`config.mk`:
```
export PLATFORM = sky130hd
export DESIGN_NAME = qr2_sqrt
export DESIGN_NICKNAME = d
export VERILOG_FILES = /design/src/hdl/qr2_pkg.sv /design/src/hdl/qr2_sqrt.sv
export SDC_FILE = /design/constraint.sdc
export NUM_CORES = 2
export LEC_CHECK = 0
export BUFFER_PORTS_ARGS = -buffer_cell sky130_fd_sc_hd__buf_2
export CAP_MARGIN = 20
export CORE_MARGIN = 4
export CORE_UTILIZATION = 58
export CTS_BUF_LIST = sky130_fd_sc_hd__clkbuf_2
export CTS_CLUSTER_SIZE = 10
export DETAILED_ROUTE_END_ITERATION = 12
export MAX_ROUTING_LAYER = met4
export PLACE_DENSITY = 0.72
export SLEW_MARGIN = 20
export SYNTH_ARGS = -nofsm -noshare
export SYNTH_HDL_FRONTEND = slang
export SYNTH_MEMORY_MAX_BITS = 65536
export SYNTH_SLANG_ARGS = --single-unit
```
`constraint.sdc`:
```
create_clock -name clk -period 4.64 [get_ports clk]
set_input_delay 0.696 -clock clk [delete_from_list [all_inputs] [get_ports clk]]
set_output_delay 0.696 -clock clk [all_outputs]
set_load 0.02 [all_outputs]
```
`src/hdl/qr2_pkg.sv`:
```
package qr2_pkg;

  localparam int DATA_WIDTH_DEF = 32;
  localparam int FRAC_Q         = 30;
  localparam int SQRT_STEPS     = 32;
  localparam int DIV_STEPS      = FRAC_Q + 1;
  localparam int P_W            = 35;
  localparam int U_W            = 33;

  typedef struct packed {
    logic signed [31:0] v1x;
    logic signed [31:0] v1y;
    logic signed [31:0] v2x;
    logic signed [31:0] v2y;
  } vec_t;

  typedef struct packed {
    logic [31:0]        n1;
    logic               s1x;
    logic signed [31:0] v2x;
    logic signed [31:0] v2y;
  } d1_side_t;

  typedef struct packed {
    logic [31:0]          mux;
    logic [31:0]          muy;
    logic                 sx;
    logic                 sy;
    logic signed [31:0]   e1x;
    logic signed [31:0]   e1y;
    logic [31:0]          n1;
    logic signed [P_W-1:0] p;
  } s2_side_t;

  typedef struct packed {
    logic                  sx;
    logic signed [31:0]    e1x;
    logic signed [31:0]    e1y;
    logic [31:0]           n1;
    logic [31:0]           n2;
    logic signed [P_W-1:0] p;
  } d2_side_t;

  function automatic logic [31:0] mag32(input logic signed [31:0] x);
    mag32 = x[31] ? 32'(-x) : 32'(x);
  endfunction

  // Apply the sign to a quotient magnitude; a zero norm gives zero.
  function automatic logic signed [31:0] unit_fix(input logic neg, input logic [30:0] q,
                                                  input logic zero);
    logic signed [31:0] pos;
    pos = {1'b0, q};
    if (zero) unit_fix = '0;
    else if (neg) unit_fix = -pos;
    else unit_fix = pos;
  endfunction

endpackage

```
`src/hdl/qr2_sqrt.sv`:
```
module qr2_sqrt #(
  parameter int SIDE_W = 1
) (
  input  logic              clk,
  input  logic              rst_n,
  input  logic              en,
  input  logic              in_valid,
  input  logic [63:0]       in_rad,
  input  logic [SIDE_W-1:0] in_side,
  output logic              out_valid,
  output logic [31:0]       out_root,
  output logic [SIDE_W-1:0] out_side
);

  localparam int N = qr2_pkg::SQRT_STEPS;

  logic              valid_r [N];
  logic [63:0]       rad_r   [N];
  logic [33:0]       rem_r   [N];
  logic [31:0]       root_r  [N];
  logic [SIDE_W-1:0] side_r  [N];

  genvar k;
  for (k = 0; k < N; k++) begin : g_step
    logic              v_i;
    logic [63:0]       rad_i;
    logic [33:0]       rem_i;
    logic [31:0]       root_i;
    logic [SIDE_W-1:0] side_i;
    logic [35:0]       rem_sh;
    logic [35:0]       trial;
    logic [35:0]       diff;
    logic              ge;

    if (k == 0) begin : g_first
      assign v_i    = in_valid;
      assign rad_i  = in_rad;
      assign rem_i  = '0;
      assign root_i = '0;
      assign side_i = in_side;
    end else begin : g_next
      assign v_i    = valid_r[k-1];
      assign rad_i  = rad_r[k-1];
      assign rem_i  = rem_r[k-1];
      assign root_i = root_r[k-1];
      assign side_i = side_r[k-1];
    end

    // bring down two radicand bits, try root*4+1
    assign rem_sh = {rem_i, rad_i[63:62]};
    assign trial  = {2'b00, root_i, 2'b01};
    assign diff   = rem_sh - trial;
    assign ge     = (rem_sh >= trial);

    always_ff @(posedge clk) begin
      if (!rst_n) begin
        valid_r[k] <= 1'b0;
      end else if (en) begin
        valid_r[k] <= v_i;
      end
    end

    always_ff @(posedge clk) begin
      if (en) begin
        rad_r[k]  <= {rad_i[61:0], 2'b00};
        rem_r[k]  <= ge ? diff[33:0] : rem_sh[33:0];
        root_r[k] <= {root_i[30:0], ge};
        side_r[k] <= side_i;
      end
    end
  end

  assign out_valid = valid_r[N-1];
  assign out_root  = root_r[N-1];
  assign out_side  = side_r[N-1];

endmodule

```
==> summary.md <==
| Metric | Value |
|---|---|
| Latest clock arrival within the worst-skew pair | `~1.9 ns` |
| Row count | `166` |
| Most frequent CP cell | `inv_1` |
| Boundary Pins | `103` |
| Tcrit/Tclk final | `89.0%` |
| Xor/xnor share of the synthesized area | `under 10%` |
| Die extent in y | `between 400 and 500 µm` |
| Clock Path Buffers | `4` |
| Post-synth EDFFs | `2,586` |
| Final Non-Filler Cells | `around 13,000` |
| Synth cell count leaders | `2,586 x edfxtp_1, 698 x inv_1, 630 x nand2_1` |
| H-tree level count | `6` |
| Via count of the first global-routing pass | `74,100` |
| Clk sink count | `2,587` |
| RR Startpoint | `root_r[25][3]` |
| WP data arrival | `5.57 ns` |
| Worst Setup End Kind | `register` |
| Main combinational cell family by area after synthesis | `simple AND/OR/NAND/NOR gates` |
| Vias per cell | `between 5 and 6` |
| Compound-Gate Fraction of Synth Area | `9.46%` |
| PD cells | `451 nW/µm²` |
| Detailed placement HPWL | `171 mm` |
| Leakage power | `around 52 nW` |
| Avg Inst Size Synth | `~13 µm²` |
| Synthesized area | `119,000 µm²` |
| Post-route DRC violation count | `0` |
| Clk slew on worst S/H paths | `0.10 ns` |
| Slowest CP cell | `o21ba_2` |
| Run status | `complete, no violations` |
| First-pass GRT wire length | `390 mm` |
| R2R depth | `11` |
| Initial antenna violation count | `6` |
| 1st-iter DRT viols | `around 5,500` |
| FF-to-FF End | `rem_r[1][351]` |
| Crit path required time | `between 6 and 7 ns` |
| Crit-path max FO | `28` |
| Port buffer count | `102` |
| Synth Area in Simple Gates | `9.76%` |
| NumNets Final | `10,700` |
| All-layer global routing usage | `23.6%` |
| Setup Skew | `0.157 ns` |
| Synth Register Bits | `2,587` |
| Final ANT Viol Nets | `0` |
| Startpoint types | `register` |
| Register area share after synthesis | `65.1%` |
| Critical path class | `reg2reg` |
| Total core area | `slightly above 200,000 µm²` |
| TritonCTS clock tree | `yes` |
| Worst VDD drop | `0.289 mV` |
| Slew @ Worst Pin | `1.14 ns` |
| Placed instance count | `11,800` |
| Num CTS Buffers | `654` |
| Fraction of layout cells with a size suffix above 1 | `a little over an eighth` |
| Largest net degree at the start of global routing | `159` |
| Setup TNS | `0 ns` |
| Hold Crit Class | `reg2reg` |
| Final setup viols | `0` |
| Cell with the most instances after synthesis | `edfxtp_1` |
| Via Count | `74,100` |
| Hold EP | `rad_r[1][240]` |
| Max Cap Viol | `0` |
| Gr ovfl total | `0` |
| Final Critical Period | `4.13 ns` |
| Smallest hold slack | `between 0.3 and 0.4 ns` |
| Async SR Flop Fraction | `0%` |
| Layout Area Growth over Synthesis | `10.3%` |
| Routed WL per cell | `around 19 µm` |
| Mux share of post-synthesis cell area | `0.845%` |
| Min-delay src | `rad_r[1][176]` |
| Final Hold Fails | `0` |
| RSZ-0062 raised after global routing | `false` |
| Synth top area cells | `edfxtp_1 65%, ha_1 5.9%, xor2_1 3.2%` |
| Area leader, netlist | `edfxtp_1` |
| Slew Viols, Final | `0` |
| Die area | `213,000 µm²` |
| R2R setup slack | `0.51 ns` |
| Initial Utilization | `58.3%` |
| Adder-cell share of the synthesized area | `5.89%` |
| Post-synth top flop | `edfxtp_1` |
| Worst Hold Path Cells | `0` |
| Cell Chain, Critical Path | `inv_1 > ha_1 > a211oi_1 > o211ai_1 > o21ai_0 > nor3_1 > o41ai_1 > buf_4 > o21ba_2 > inv_1 > mux2_2` |
| Highest clock rate | `0.242 GHz` |
| Syn Inst Count | `roughly 9,000` |
| Syn nets | `~9,800` |
| WL final | `between 200 and 250 mm` |
| Die X-Extent | `approximately 460 µm` |
| Post-CTS sizing | `0` |
| Syn. warnings | `0` |
| Synth unique cells | `91` |
| Worst stage delay on the critical path | `0.52 ns` |
| GP Congestion | `0.938` |
| Synth top area share | `roughly two thirds` |
| CTS root buffer | `clkbuf_2` |
| Max-slew headroom | `23.7%` |
| Pre-antenna DRT Iters | `8` |
## what timing repair did
item / CTS / global route
setup buffers: 0 / 0
hold buffers: 206 / 0
setup endpoints to repair: 0 / 0
endpoints found under the hold margin: 2684 / 0
## per-layer routing
layer | GRT usage (%) | up-vias | routed length, µm
li1 | - | 36100 | -
met1 | 29.9 | 35400 | 104000
met2 | 38.2 | 2065 | 120000
met3 | 4.05 | 557 | 12300
met4 | 9.31 | 0 | 8430
met5 | - | - | 0
## power by group
part / leakage, nW / total, mW / internal, mW / switching, mW
clock network: 4.39 / 15.0 / 6.02 / 8.98
registers: 24.9 / 31.3 / 29.4 / 1.94
logic: 22.5 / 13.0 / 5.54 / 7.49
total: 51.8 / 59.4 / 41.0 / 18.4
## metrics by stage
step	instance area, µm²	power, mW	setup slack [ns]	util (%)
after CTS	132000	60.0	0.610	64.3
final	132000	59.4	0.512	64.3
after detailed placement	124000	44.6	0.688	60.5
after global placement	124000	44.3	0.607	60.5
after floorplan	119000	40.5	1.13	-
after global routing	132000	63.1	0.280	64.3
## sequential cells by signal, summed over array words and instances (netlist names)
name / flops
side_r: 32
valid_r: 32
rem_r: 1003
rad_r: 992
root_r: 528
## worst max path at each step
stage / slack, ns / startpoint / endpoint
detailed placement: 0.69 / root_r[25][3] / rem_r[1][351]
global placement: 0.61 / root_r[25][3] / rem_r[1][351]
global route: 0.28 / rem_r[0][70] / rem_r[0][131]
finish: 0.51 / root_r[25][3] / rem_r[1][351]
CTS: 0.61 / root_r[25][3] / rem_r[1][351]
floorplan: 1.13 / rem_r[0][158] / rem_r[0][195]
## final cells by class
class / count / area, µm²
Timing Repair Buffer: 417 / 3700
Multi-Input combinational cell: 5661 / 38500
Fill cell: 15400 / 72900
Clock buffer: 908 / 4540
Clock inverter: 204 / 1210
Inverter: 700 / 2630
Tap cell: 2688 / 3360
Antenna cell: 13 / 32.5
Sequential cell: 2587 / 77700
## placed cells by master (no fill, tap or decap), types with 30 or more instances in the layout
master	instances
buf_4	87
a31oi_1	46
nor2b_1	71
clkinv_1	135
and2_1	30
a211oi_1	47
buf_2	101
a21oi_1	585
xor2_1	437
edfxtp_1	2586
ha_1	562
nand3_1	122
or4_1	71
nand4_1	83
nand2_1	630
clkinv_2	32
or2_2	48
or3_1	86
o31ai_1	60
dlygate4sd3_1	205
o21a_1	93
nor4_1	108
mux2_2	77
inv_1	698
clkbuf_2	908
o21ai_0	453
a21o_1	223
and3_1	77
o211ai_1	39
nand2b_1	84
nor2_1	551
xnor2_1	407
o21bai_1	49
nor3_1	237
## critical path: cells and delay by family (launching register included)
family          cells  cell delay [ns]
compound gates      5             1.91
fa+ha+maj           1             0.34
buf+inv             3             0.54
flops               1             0.49
mux                 1             0.34
simple gates        1             0.15
## logic make-up (layout without fill, tap and decap cells)
| logic type | count (synthesis) | in the layout |
|---|---|---|
| simple gates | 2340 | 2340 |
| compound gates | 1823 | 1823 |
| xor+xnor | 844 | 844 |
| buf+inv | 874 | 2229 |
| fa+ha+maj | 562 | 562 |
| mux | 91 | 91 |
| other cells | 1 | 14 |
| flops | 2587 | 2587 |
(Power assumes the default switching activity.)
